## src/rtl/tss_pkg.sv

```systemverilog
// package for the tone song sequencer
// holds opcodes, register indexes, field widths and the item, result, config and state types
// no dependencies
package tss_pkg;

    localparam int TONE_W = 16;
    localparam int SLOT_W = 8;
    localparam int LEN_W  = 8;
    localparam int NOTE_W = LEN_W + TONE_W;
    localparam int CFG_IDX_W  = 8;
    localparam int CFG_DATA_W = 16;
    localparam int S_TDATA_W  = 32;
    localparam int M_TDATA_W  = 24;

    typedef enum logic [2:0] {
        OP_TICK       = 3'd0,
        OP_START_TONE = 3'd1,
        OP_STOP_TONE  = 3'd2,
        OP_START_SONG = 3'd3,
        OP_STOP_SONG  = 3'd4,
        OP_LOAD_NOTE  = 3'd5
    } tss_op_t;

    localparam logic [CFG_IDX_W-1:0] REG_SONG_TEMPO  = 8'd0;
    localparam logic [CFG_IDX_W-1:0] REG_SONG_LENGTH = 8'd1;
    localparam logic [CFG_IDX_W-1:0] REG_SONG_REPEAT = 8'd2;
    localparam logic [CFG_IDX_W-1:0] REG_PAUSE_TONE  = 8'd3;

    typedef struct packed {
        logic [2:0]        opcode;
        logic [TONE_W-1:0] tone_period;
        logic [SLOT_W-1:0] note_slot;
        logic [LEN_W-1:0]  note_length;
    } tss_item_t;

    typedef struct packed {
        logic [TONE_W-1:0] period_out;
        logic              generator_on;
        logic              restart_count;
        logic              song_active;
        logic              beep_active;
    } tss_result_t;

    typedef struct packed {
        logic [7:0]        song_tempo;
        logic [7:0]        song_length;
        logic              song_repeat;
        logic [TONE_W-1:0] pause_tone;
    } tss_cfg_t;

    typedef struct packed {
        logic              song_flag;
        logic              beep_flag;
        logic [7:0]        note_pointer;
        logic [7:0]        tempo_countdown;
        logic [LEN_W-1:0]  note_countdown;
        logic [TONE_W-1:0] period;
        logic              running;
    } tss_state_t;

endpackage

```

## src/rtl/tss_core.sv

```systemverilog
// sequencer state and the per-item update of flags, countdowns, pointer and generator settings
// uses tss_pkg; the note store read data comes in already registered for the current pointer
module tss_core
    import tss_pkg::*;
#(
    parameter int MAX_NOTES = 256,
    parameter int ADDR_W    = 8
) (
    input  logic              clk,
    input  logic              rst_n,
    input  logic              fire,
    input  tss_item_t         item,
    input  tss_cfg_t          cfg,
    input  logic [NOTE_W-1:0] rd_data,
    output logic [ADDR_W-1:0] rd_addr,
    output logic              wr_en,
    output logic [ADDR_W-1:0] wr_addr,
    output logic [NOTE_W-1:0] wr_data,
    output tss_result_t       result
);

    // wide enough to hold MAX_NOTES itself and any 8-bit index
    localparam int PW = ((ADDR_W + 1) > 8) ? (ADDR_W + 1) : 8;

    tss_state_t state_reg;
    tss_state_t state_next;
    logic       oob_reg;
    logic       oob_next;
    logic       restart;
    logic [NOTE_W-1:0] note;
    logic [7:0] ptr_inc;
    logic [PW-1:0] ptr_wide;
    logic [PW-1:0] slot_wide;

    // current note, reads as zero past the end of the store
    assign note = oob_reg ? '0 : rd_data;
    assign ptr_inc = state_reg.note_pointer + 8'd1;

    always_comb
    begin
        state_next = state_reg;
        restart    = 1'b0;
        if (fire)
        begin
            case (tss_op_t'(item.opcode))
                OP_TICK:
                begin
                    if (!state_reg.beep_flag && state_reg.song_flag)
                    begin
                        if (state_reg.tempo_countdown != 8'd0)
                        begin
                            state_next.tempo_countdown = state_reg.tempo_countdown - 8'd1;
                        end
                        else
                        begin
                            if (state_reg.note_countdown != '0)
                            begin
                                state_next.note_countdown = state_reg.note_countdown - LEN_W'(1);
                            end
                            else if (state_reg.note_pointer < cfg.song_length)
                            begin
                                state_next.note_countdown = note[NOTE_W-1:TONE_W];
                                state_next.period         = note[TONE_W-1:0];
                                state_next.running        = (note[TONE_W-1:0] != cfg.pause_tone);
                                restart                   = 1'b1;
                                if ((ptr_inc == cfg.song_length) && cfg.song_repeat)
                                begin
                                    state_next.note_pointer = 8'd0;
                                end
                                else
                                begin
                                    state_next.note_pointer = ptr_inc;
                                end
                            end
                            else
                            begin
                                state_next.song_flag = 1'b0;
                                state_next.running   = 1'b0;
                            end
                            state_next.tempo_countdown = cfg.song_tempo;
                        end
                    end
                end
                OP_START_TONE:
                begin
                    if (!state_reg.song_flag)
                    begin
                        state_next.period    = item.tone_period;
                        state_next.running   = 1'b1;
                        state_next.beep_flag = 1'b1;
                        restart              = 1'b1;
                    end
                end
                OP_STOP_TONE:
                begin
                    state_next.beep_flag = 1'b0;
                    if (!state_reg.song_flag)
                    begin
                        state_next.running = 1'b0;
                    end
                end
                OP_START_SONG:
                begin
                    state_next.note_pointer    = 8'd0;
                    state_next.note_countdown  = '0;
                    state_next.tempo_countdown = cfg.song_tempo;
                    state_next.song_flag       = 1'b1;
                    state_next.running         = 1'b1;
                end
                OP_STOP_SONG:
                begin
                    state_next.song_flag = 1'b0;
                    if (!state_reg.beep_flag)
                    begin
                        state_next.running = 1'b0;
                    end
                end
                default:
                begin
                    state_next = state_reg;
                end
            endcase
        end
    end

    // prefetch the note at the pointer the next item will see
    assign ptr_wide  = PW'(state_next.note_pointer);
    assign rd_addr   = ptr_wide[ADDR_W-1:0];
    assign oob_next  = (ptr_wide >= PW'(MAX_NOTES));

    assign slot_wide = PW'(item.note_slot);
    assign wr_en     = fire && (tss_op_t'(item.opcode) == OP_LOAD_NOTE)
                       && (slot_wide < PW'(MAX_NOTES));
    assign wr_addr   = slot_wide[ADDR_W-1:0];
    assign wr_data   = {item.note_length, item.tone_period};

    always_ff @(posedge clk or negedge rst_n)
    begin
        if (!rst_n)
        begin
            state_reg <= '0;
            oob_reg   <= 1'b0;
        end
        else
        begin
            state_reg <= state_next;
            oob_reg   <= oob_next;
        end
    end

    assign result.period_out    = state_next.period;
    assign result.generator_on  = state_next.running;
    assign result.restart_count = restart;
    assign result.song_active   = state_next.song_flag;
    assign result.beep_active   = state_next.beep_flag;

endmodule
```

## config.mk

```make
export PLATFORM = sky130hd
export DESIGN_NAME = tss_core
export DESIGN_NICKNAME = d
export VERILOG_FILES = /design/src/rtl/tss_pkg.sv /design/src/rtl/tss_core.sv
export SDC_FILE = /design/constraint.sdc
export NUM_CORES = 1
export LEC_CHECK = 0
export ABC_AREA = 1
export ABC_CLOCK_PERIOD_IN_PS = 2280
export BUFFER_PORTS_ARGS = -buffer_cell sky130_fd_sc_hd__buf_2
export CELL_PAD_IN_SITES_DETAIL_PLACEMENT = 1
export CELL_PAD_IN_SITES_GLOBAL_PLACEMENT = 1
export CORE_MARGIN = 2
export CORE_UTILIZATION = 34
export DETAILED_ROUTE_END_ITERATION = 10
export HOLD_SLACK_MARGIN = 0.12
export PLACE_DENSITY_LB_ADDON = 0.1
export SETUP_SLACK_MARGIN = 0.4
export SYNTH_ARGS = -nofsm -noshare
export SYNTH_HDL_FRONTEND = slang
export SYNTH_SLANG_ARGS = --single-unit
```

## constraint.sdc

```tcl
create_clock -name clk -period 2.28 [get_ports clk]
set_clock_uncertainty 0.1 [all_clocks]
set_input_delay 0.228 -clock clk [delete_from_list [all_inputs] [get_ports clk]]
set_output_delay 0.228 -clock clk [all_outputs]
set_load 0.02 [all_outputs]
```

After elaboration in Yosys (flattened, before gate mapping)
Cells that the tools add are included.
{"block": "word_totals", "regBits": 44, "inputBits": 95}
{"block": "classes", "n_addsub": 3, "magnitude_cmp": 3, "n_eq_ne": 10, "mux": 33, "reduce_logical": 11}
{"operator": "$mux W24", "n": 2}
{"operator": "$mux W8", "n": 6}
{"operator": "$pmux W24 S2", "n": 1}
{"operator": "$mux W43", "n": 1}
{"operator": "$mux W41", "n": 1}
{"operator": "$mux W17", "n": 2}
{"operator": "$pmux W16 S2", "n": 1}
{"operator": "$mux W25", "n": 1}
{"operator": "$ne A16 B16 Y1", "n": 1}
{"operator": "$reduce_bool A8 Y1", "n": 2}
{"operator": "$sub A8 B1 Y8 const B", "n": 2}
{"operator": "$mux W1", "n": 14}
{"operator": "$ge A8 B9 Y1 const B", "n": 1}
{"operator": "$lt A8 B9 Y1 const B", "n": 1}
{"operator": "$add A8 B1 Y8 const B", "n": 1}
{"operator": "$eq A8 B8 Y1", "n": 1}
{"operator": "$lt A8 B8 Y1", "n": 1}
{"operator": "$eq A3 B2 Y1 const B", "n": 2}
{"operator": "$eq A3 B3 Y1 const B", "n": 2}
{"operator": "$pmux W1 S5", "n": 1}
{"operator": "$reduce_and A5 Y1", "n": 1}
{"operator": "$logic_and A1 B1 Y1", "n": 4}
{"operator": "$ne A2 B2 Y1 const B", "n": 2}
{"operator": "$pmux W1 S2", "n": 2}
{"operator": "7 further kinds", "n": 7}

Longest topological paths before layout
Gate-level depths: netlist (run 1).
{"block": "logic_depth", "ltp_word": 11, "ltp_mapped": 16, "depth_no_buf": 15}

Worst setup path before layout (run 1)
No wires, ideal clock.
{"block": "synth_path", "path_kind": "register to output", "startpoint": "reg state_reg[25] (netlist bit)", "endpoint": "out result[4] (netlist bit)", "arrival_ns": 1.938, "required_ns": 1.952, "path_slack_ns": 0.014, "path_stages_with_launch": 12, "path_buffers": 1, "path_cell_list": "dfrtp_1 inv_1 ha_1 nand4_2 nor2_4 nand3_4 nor2_4 inv_2 buf_6 nand2_1 nand3_1 a22oi_1"}
{"element": "start, declared", "line": "tss_core.sv:25", "rtl": "tss_state_t state_reg;"}
{"element": "start signal, assigned", "line": "tss_core.sv:146", "rtl": "state_reg <= state_next;"}
{"element": "end, declared", "line": "tss_core.sv:19", "rtl": "output tss_result_t result"}

==> results of run 1 <==
==> worst paths after layout <==
path                                                start                         to  slack [ns]
worst max-delay path              state_reg[33]$_DFF_PN0_                  result[1]       -0.41
worst min-delay path                              cfg[31]  state_reg[31]$_DFFE_PN0P_        0.12
worst max register to register    state_reg[33]$_DFF_PN0_  state_reg[17]$_DFFE_PN0P_       -0.31
worst min register to register  state_reg[32]$_DFFE_PN0P_  state_reg[32]$_DFFE_PN0P_        0.40
max in group asynchronous                           rst_n    state_reg[34]$_DFF_PN0_        1.16
min in group asynchronous                           rst_n    state_reg[36]$_DFF_PN0_        0.36
==> logic make-up after synthesis <==
kind of cell,synth area share (%)
compound gates,11.1
xor+xnor,4.86
fa+ha+maj,3.54
buf+inv,15.0
flops,27.7
simple gates,37.8
==> Yosys cell counts (all sizes together) (5+ instances only) <==
cell type and instances:
or2 6, nor2 36, dfrtp 43, inv 66, nand4 7, xnor2 15
clkbuf 6, a21oi 18, buf 40, ha 11, nand2 235, nand3 37
a22oi 18, nor3 7, o21ai 20, o21a 5
==> area by class of cell <==
cell class              instances  area (um2)
multi-input cells             431        2720
flip-flops and latches         43        1080
fillers                      1427        5340
inverters                      67         264
clock inverters                 1        5.00
clock buffers                   6         139
well taps                     143         179
repair buffers                202        1540
==> metal layers <==
layer  GRT usage (%)  routed length (um)
met4            6.75                 315
met5               0                  13
met2            42.1                7490
met1            27.9                6090
met3            5.14                 743
==> repair_timing <==
action | in CTS | in global routing
cloned | 2 | 1
resized for setup | 111 | 68
setup endpoints to repair | 68 | 70
pin swaps | 28 | 30
buffers inserted | 19 | 17
hold endpoints to repair | 19 | 0
hold buffers | 3 | 0
==> power groups by stage <==
stage	registers [mW]	logic [mW]	clock network [mW]
floorplan	0.998	0.788	0
global placement	1.01	1.09	0
detailed placement	1.03	1.13	0
CTS	1.01	1.30	0.776
global route	1.04	1.55	0.804
finish	1.03	1.42	0.755
==> worst max-delay path, delay by kind of cell, from the launching register on <==
| kind | cells | cell delay (ns) |
|---|---|---|
| AOI/OAI and AO/OA | 2 | 0.21 |
| adders and majority gates | 1 | 0.14 |
| buffers and inverters | 8 | 0.84 |
| DFF | 1 | 0.45 |
| and+or+nand+nor | 5 | 0.43 |
==> per-stage QoR <==
step | setup TNS, ns | power [mW]
6_report | -11.44 | 3.20
5_1_grt | -15.62 | 3.39
4_1_cts | -9.57 | 3.09
3_5_place_dp | -3.25 | 2.16
3_3_place_gp | -0.736 | 2.10
2_1_floorplan | 0 | 1.79
==> impl_results.md, run 1 <==
- Run status: complete, but fails checks
- Failing checks: negative setup slack
- Number of CTS-inserted buffers: 5
- Yosys top cell by area: dfrtp_1
- R2R cell count: 15
- I/O pin count: around 160
- Maximum fanout along the worst path: 4
- Core occupancy in the finished layout: 52.6%
- Die W: approximately 110 um
- Hold Crit Depth: 3
- Setup Viol. Count Final: 36
- CORE AREA: around 0.011 mm2
- HP Class: input pin to flop
- Largest net degree at the start of global routing: 27
- Post-synth cell types: 39
- Design area: approximately 0.006 mm2
- Slew margin rel.: a little over three fifths
- Static leakage: 3.03 nW
- Slowest-stage cell, CP: dfrtp_2
- Chip height: around 110 um
- Ys Warns: 0
- Clock latency on the worst-skew pair: between 0.2 and 0.3 ns
- Period minus WS final: 2.69 ns
- Pint: between 1.5 and 2 mW
- Post-detailed-route count of antenna-violating nets: 0
- CP Cell Sequence: inv_2, ha_4, inv_2, a21oi_4, o21ai_2, nand2_2, nand2_4, buf_4, buf_6, buf_6, buf_6, buf_4, nand4_1, nand3_1, nand3_2, buf_6
- Die area: ~0.012 mm2
- Synthesized Nets: roughly 690
- Worst setup margin: -0.408 ns
- Combinational share of power: between 40 and 50%
- CP Capture Type: output port
- Area Growth Syn to Fin: 52.5%
- Drt total wl: between 10 and 15 mm
- Syn Inst Count: 587
- Initial antenna violation count: 1
- Placed Instances: around 840
- Synth top area cells: dfrtp_1, nand2_1, buf_4
- Synth Flop Type: dfrtp_1
- Post-placement setup slack: -0.203 ns
- Vias in the first global route: just under 5000
- Clk sinks: 43
- PortBufs: roughly 120
- # diodes: 0
- TritonCTS clock tree: done
- Non-Filler Instances: 893
- Syn Area/Cell: 6.62 um2
- Final Hold Viols: 0
- Final Cycle Share: 118%
- Top cell type's share of synthesized area: 27.7%
- Register bit total from synthesis: 43
- Post-synth EDFFs: 0
- CP Launch Type: flop
- Most frequent CP cell: buf_6
- Achievable clock frequency: 0.372 GHz
- 1st-iter DRT viols: approximately 160
- Post-synthesis sequential area ratio: 27.7%
- Maxcap violations: 0
- Commonest cells after routing, fill and taps aside: nand2_1, buf_2, buf_4
- Net Sw Power: roughly 1.2 mW
- Post-synth ARST share: 100%
- Drt wl/cell: ~16 um
- First-pass GRT wire length: about 24 mm
- Unrepaired setup endpoints after global routing: true
- Root Buffer: clkbuf_16
- Worst EP arrival: between 2 and 2.5 ns
- Post-DP HPWL: 10.5 mm
- Routability cong.: roughly 0.81
- Grt ovf: 0
- Worst hold margin: roughly 0.12 ns
- Req. time, crit path: ~2 ns
- Initial Util: about a third
- Largest register FFs: 43
- DR pass1 iterations: 4
- Num rows: 39
- PD cells: about 540 mW/mm2
- Critical path class: flop to output port
- CP max stage delay: roughly 0.45 ns
- Slew @ Worst Pin: roughly 0.56 ns
- Nets@finish: 856
- Clk pwr share: between 20% and 30%
- Slew Limit Fails: 0
- Share of cells above drive strength 1: 47.9%
- Net switching fraction of the power: about two fifths
- DR vias/cell: approximately 5
- Share of power burned in registers: between 30% and 40%
- CTS H-tree depth: 2
- Via count: about 4500
- DRC violations left: 0
- All-Layer GR Usage: about a quarter
- Synthesized area: between 0.003 and 0.004 mm2
- Clock transition at path regs: 0.06 ns
- DP Area: ~0.0048 mm2
- Worst VDD drop: between 0.0003 and 0.0004 V
- Longest Clk Path Bufs: 2
- Commonest non-fill, non-tap cell in the layout: nand2_1
Note: power is estimated with default switching activity, not from simulation.
==> run 2, diff against run 1 <==
--- a/config.mk
+++ b/config.mk
@@ -19,3 +19,4 @@
 export SYNTH_ARGS = -nofsm -noshare
 export SYNTH_HDL_FRONTEND = slang
 export SYNTH_SLANG_ARGS = --single-unit
+export TNS_END_PERCENT = 30
==> impl_results.md, run 2 (synthesis results as in run 1) <==
- # diodes: 0
- Achievable clock frequency: 0.375 GHz
- Post-placement setup slack: -0.158 ns
- CP max stage delay: 0.44 ns
- Root Buffer: clkbuf_16
- Commonest cells after routing, fill and taps aside: nand2_1, buf_2, buf_4
- Share of power burned in registers: 31.4%
- Net switching fraction of the power: about 38%
- Failing checks: negative setup slack
- I/O pin count: about 160
- DRC violations left: 0
- Longest Clk Path Bufs: 2
- Commonest non-fill, non-tap cell in the layout: nand2_1
- Setup TNS: -8.84 ns
- 1st-iter DRT viols: about 160
- Num rows: 39
- Nets@finish: approximately 850
- Worst setup margin: -0.386 ns
- Most frequent CP cell: buf_4
- Reg2reg end: state_reg[16]$_DFF_PN0_
- Combinational share of power: around 44%
- Share of cells above drive strength 1: 45.8%
- Worst EP arrival: approximately 2.3 ns
- R2R setup slack: -0.04 ns
- Slowest-stage cell, CP: dfrtp_2
- Maximum fanout along the worst path: 6
- Final Hold Viols: 0
- Clock latency on the worst-skew pair: around 0.3 ns
- RR Startpoint: state_reg[33]$_DFF_PN0_
- TritonCTS clock tree: done
- CP Launch Type: flop
- Drt total wl: roughly 14 mm
- Run status: complete, but fails checks
- Hold Crit Depth: 5
- Non-Filler Instances: just under 900
- HP Class: input pin to flop
- PortBufs: 123
- Placed Instances: 845
- Static leakage: between 2 and 3 nW
- Largest net degree at the start of global routing: 44
- Post-DP HPWL: 10.2 mm
- Die area: roughly 0.012 mm2
- Req. time, crit path: between 1.5 and 2 ns
- Pint: around 2 mW
- Hold EP: state_reg[32]$_DFFE_PN0P_
- CP Cell Sequence: inv_4, ha_4, inv_2, a21oi_4, o21ai_2, nand2_2, nand2_4, nor2_4, buf_4, buf_4, or2_1, nand3_1, nand2_1, buf_4
- Die W: around 110 um
- PD cells: 562 mW/mm2
- Slew Limit Fails: 0
- Largest register FFs: 43
- CORE AREA: 0.0113 mm2
- Grt ovf: 0
- Setup Viol. Count Final: 28
- Chip height: about 110 um
- Clock transition at path regs: about 0.060 ns
- Via count: around 4400
- Clk pwr share: 24.8%
- Slew @ Worst Pin: 0.737 ns
- DR vias/cell: just under 5
- Routability cong.: 0.821
- Final Cycle Share: 117%
- Worst VDD drop: about 0.00044 V
- DR pass1 iterations: 4
- Maxcap violations: 0
- CTS H-tree depth: 2
- Period minus WS final: ~2.7 ns
- Critical path class: flop to output port
- Number of CTS-inserted buffers: 5
- Post-detailed-route count of antenna-violating nets: 0
- First-pass GRT wire length: approximately 23 mm
- R2R cell count: 18
- Initial antenna violation count: 0
- Slew margin rel.: between 50 and 60%
- CP Capture Type: output port
- Initial Util: about a third
- All-Layer GR Usage: around 23%
- Area Growth Syn to Fin: 48.8%
- Drt wl/cell: around 16 um
- HP Start: cfg[32]
- Vias in the first global route: about 4700
- Net Sw Power: around 1.2 mW
- Unrepaired setup endpoints after global routing: true
- Clk sinks: 43
==> run 2: stage by stage <==
| step | hold slack (ns) | area (um2) | utilization [%] | total power, mW |
|---|---|---|---|---|
| floorplan | -0.168 | 3960 | - | 1.78 |
| global placement | 0.286 | 4710 | 41.8 | 2.09 |
| detailed placement | 0.282 | 4710 | 41.8 | 2.13 |
| CTS | 0.129 | 5320 | 47.2 | 3.13 |
| global route | 0.155 | 5780 | 51.3 | 3.45 |
| finish | 0.144 | 5780 | 51.3 | 3.25 |
==> run 2: worst max-delay path by stage <==
stage | slack, ns | end | start | cells after the start
2_1_floorplan | 0.15 | result[4] | state_reg[36]$_DFF_PN0_ | 11
3_3_place_gp | -0.10 | result[4] | cfg[20] | 13
3_5_place_dp | -0.16 | result[11] | cfg[20] | 16
4_1_cts | -0.34 | rd_addr[1] | state_reg[34]$_DFF_PN0_ | 12
5_1_grt | -0.53 | result[8] | state_reg[33]$_DFF_PN0_ | 17
6_report | -0.39 | rd_addr[1] | state_reg[33]$_DFF_PN0_ | 14
==> run 2: area by class of cell <==
cell class | instances | area, um2
Inverter | 67 | 262
Fill cell | 1445 | 5490
Tap cell | 143 | 179
Clock inverter | 1 | 7.51
Timing Repair inverter | 2 | 25.0
Clock buffer | 7 | 153
Multi-Input combinational cell | 431 | 2720
Sequential cell | 43 | 1080
Timing Repair Buffer | 195 | 1360
==> run 2: power groups by stage <==
stage	clock (mW)	combinational (mW)	sequential, mW
global placement	0	1.07	1.02
global route	0.860	1.55	1.04
detailed placement	0	1.11	1.02
CTS	0.838	1.28	1.01
floorplan	0	0.779	0.998
finish	0.806	1.42	1.02
==> run 2: per-layer routing <==
metal | track usage [%] | part of all wire (%)
met4 | 4.75 | 1.1
met2 | 41.5 | 53
met5 | 0 | 0
met1 | 27.3 | 42
met3 | 4.81 | 4.0
==> run 2: timing repair <==
item / 4_1_cts / 5_1_grt
resized for setup: 84 / 89
hold endpoints to repair: 49 / 0
gates cloned: 1 / 1
endpoints found under the setup margin: 68 / 69
pin swaps: 26 / 31
setup buffers: 10 / 17
hold buffers: 7 / 0
==> run 2: critical path, delay by kind of cell (launching register included) <==
family | cells | cell delay (ns)
fa+ha+maj | 1 | 0.12
buf+inv | 5 | 0.57
flops | 1 | 0.44
simple gates | 6 | 0.66
compound gates | 2 | 0.25
==> run 3, diff against run 2 <==
--- a/config.mk
+++ b/config.mk
@@ -6,7 +6,7 @@
 export NUM_CORES = 1
 export LEC_CHECK = 0
 export ABC_AREA = 1
-export ABC_CLOCK_PERIOD_IN_PS = 2280
+export ABC_CLOCK_PERIOD_IN_PS = 2900
 export BUFFER_PORTS_ARGS = -buffer_cell sky130_fd_sc_hd__buf_2
 export CELL_PAD_IN_SITES_DETAIL_PLACEMENT = 1
 export CELL_PAD_IN_SITES_GLOBAL_PLACEMENT = 1
==> constraint.sdc (replaced) <==
create_clock -name clk -period 2.9 [get_ports clk]
set_clock_uncertainty 0.1 [all_clocks]
set_input_delay 0.29 -clock clk [delete_from_list [all_inputs] [get_ports clk]]
set_output_delay 0.29 -clock clk [all_outputs]
set_load 0.02 [all_outputs]
==> impl_results.md, run 3 (synthesis results as in run 1) <==
- Unrepaired setup endpoints after global routing: true
- DR vias/cell: approximately 5
- Final Cycle Share: between 90 and 100%
- Grt ovf: 0
- PortBufs: 123
- Worst VDD drop: between 0.0003 and 0.0004 V
- Worst hold margin: 0.153 ns
- CORE AREA: 0.0113 mm2
- Die area: roughly 0.012 mm2
- # diodes: 0
- Initial Util: between 30% and 40%
- First-pass GRT wire length: roughly 22 mm
- I/O pin count: 156
- Slew margin rel.: around 50%
- Largest net degree at the start of global routing: 25
- Die W: roughly 110 um
- Setup Viol. Count Final: 0
- Num rows: 39
- Final Hold Viols: 0
- CP Launch Type: flop
- Achievable clock frequency: ~0.36 GHz
- Routability cong.: ~0.85
- Period minus WS final: about 2.7 ns
- All-Layer GR Usage: ~22%
- Maximum fanout along the worst path: 6
- TritonCTS clock tree: done
- Slew Limit Fails: 0
- Maxcap violations: 0
- Chip height: ~110 um
- CP Capture Type: output port
- Nets@finish: between 800 and 900
- Worst EP arrival: roughly 2.4 ns
- Clock transition at path regs: approximately 0.070 ns
- CTS H-tree depth: 2
- Longest Clk Path Bufs: 2
- Run status: completed
- Via count: 4297
- Post-DP HPWL: 9.86 mm
- Drt wl/cell: 16.4 um
- Slew @ Worst Pin: between 0.7 and 0.8 ns
- Post-detailed-route count of antenna-violating nets: 0
- Number of CTS-inserted buffers: 5
- Commonest cells after routing, fill and taps aside: nand2_1, buf_2, inv_1
- DR pass1 iterations: 4
- Root Buffer: clkbuf_16
- Commonest non-fill, non-tap cell in the layout: nand2_1
- Static leakage: 2.79 nW
- Req. time, crit path: between 2 and 3 ns
- DRC violations left: 0
- Vias in the first global route: 4474
- Drt total wl: about 14 mm
- Clk sinks: 43
- Clock latency on the worst-skew pair: roughly 0.28 ns
- Critical path class: flop to output port
- PD cells: roughly 460 mW/mm2
- Setup TNS: 0 ns
- Largest register FFs: 43
- HP Class: input pin to flop
- 1st-iter DRT viols: approximately 140
- Share of cells above drive strength 1: about two fifths
- Initial antenna violation count: 0
- Area Growth Syn to Fin: 39.5%
run 3: changes by cell type in the layout (fill, tap and decap cells not counted), moves of 6 or more:
cell	previous run	this run
nand2_2	51	41
nand3_1	22	28
buf_4	58	36
dlygate4sd3_1	7	1
buf_6	31	21
nand2_1	178	190
run 3: critical path, cell delays in order, from the launching register on:
cell	delay, ns
dfrtp_2	0.43
ha_4	0.23
a21oi_4	0.18
o21a_1	0.22
nand2_4	0.08
nor2_4	0.14
buf_6	0.15
buf_12	0.13
nand2_2	0.04
nand2_1	0.06
nand2_1	0.06
nand2_1	0.07
nand2_1	0.06
nand2_2	0.08
buf_6	0.12
run 3: worst paths after layout:
path	from	end	slack [ns]	cells past startpoint
max	state_reg[38]$_DFF_PN0_	result[11]	0.16	14
min	cfg[28]	state_reg[28]$_DFFE_PN0P_	0.15	3
max reg2reg	state_reg[38]$_DFF_PN0_	state_reg[16]$_DFF_PN0_	0.65	14
min reg2reg	state_reg[32]$_DFFE_PN0P_	state_reg[32]$_DFFE_PN0P_	0.40	2
max in group asynchronous	rst_n	state_reg[37]$_DFF_PN0_	1.49	3
min in group asynchronous	rst_n	state_reg[22]$_DFFE_PN0P_	0.40	2
run 3: where the power goes:
part | total (mW) | switching [mW] | leakage, nW | internal, mW
Sequential | 0.796 | 0.0893 | 0.538 | 0.707
Combinational | 0.999 | 0.572 | 2.17 | 0.427
Clock | 0.686 | 0.256 | 0.0868 | 0.429
Total | 2.48 | 0.917 | 2.79 | 1.56
run 3: per-stage QoR:
step / total power, mW / area (um2) / setup WS [ns] / utilization (%) / std cells
floorplan: 1.36 / 3890 / 0.572 / - / 587
global placement: 1.57 / 4410 / 0.226 / 39.1 / 815
detailed placement: 1.60 / 4410 / 0.202 / 39.1 / 815
CTS: 2.44 / 5190 / 0.202 / 46.0 / 847
global route: 2.64 / 5420 / 0.0290 / 48.1 / 857
finish: 2.48 / 5420 / 0.155 / 48.1 / 857
run 3: layout make-up:
class	count	area (um2)
clock buffer	6	139
clock inverter	2	35.0
fill	1464	5850
inverter	67	267
multi-input combinational	431	2560
sequential	43	1080
tap	143	179
timing repair buffer	164	1150
timing repair inverter	1	11.3
run 3: per-layer routing:
metal / up-vias / wire [um] / global-route usage (%)
met5: - / 0 / 0
met4: 0 / 153 / 3.58
met3: 14 / 595 / 3.44
met2: 103 / 7170 / 41.3
met1: 2078 / 6100 / 28.2
li1: 2102 / - / -
run 3: repair_timing:
action                                 CTS  global route
gates resized for setup                 98            49
buffers inserted                        19            10
hold buffers                             1             0
endpoints found under the hold margin   19             0
cloned                                   4             0
pin swaps                               19            28
setup endpoints to repair               27            27
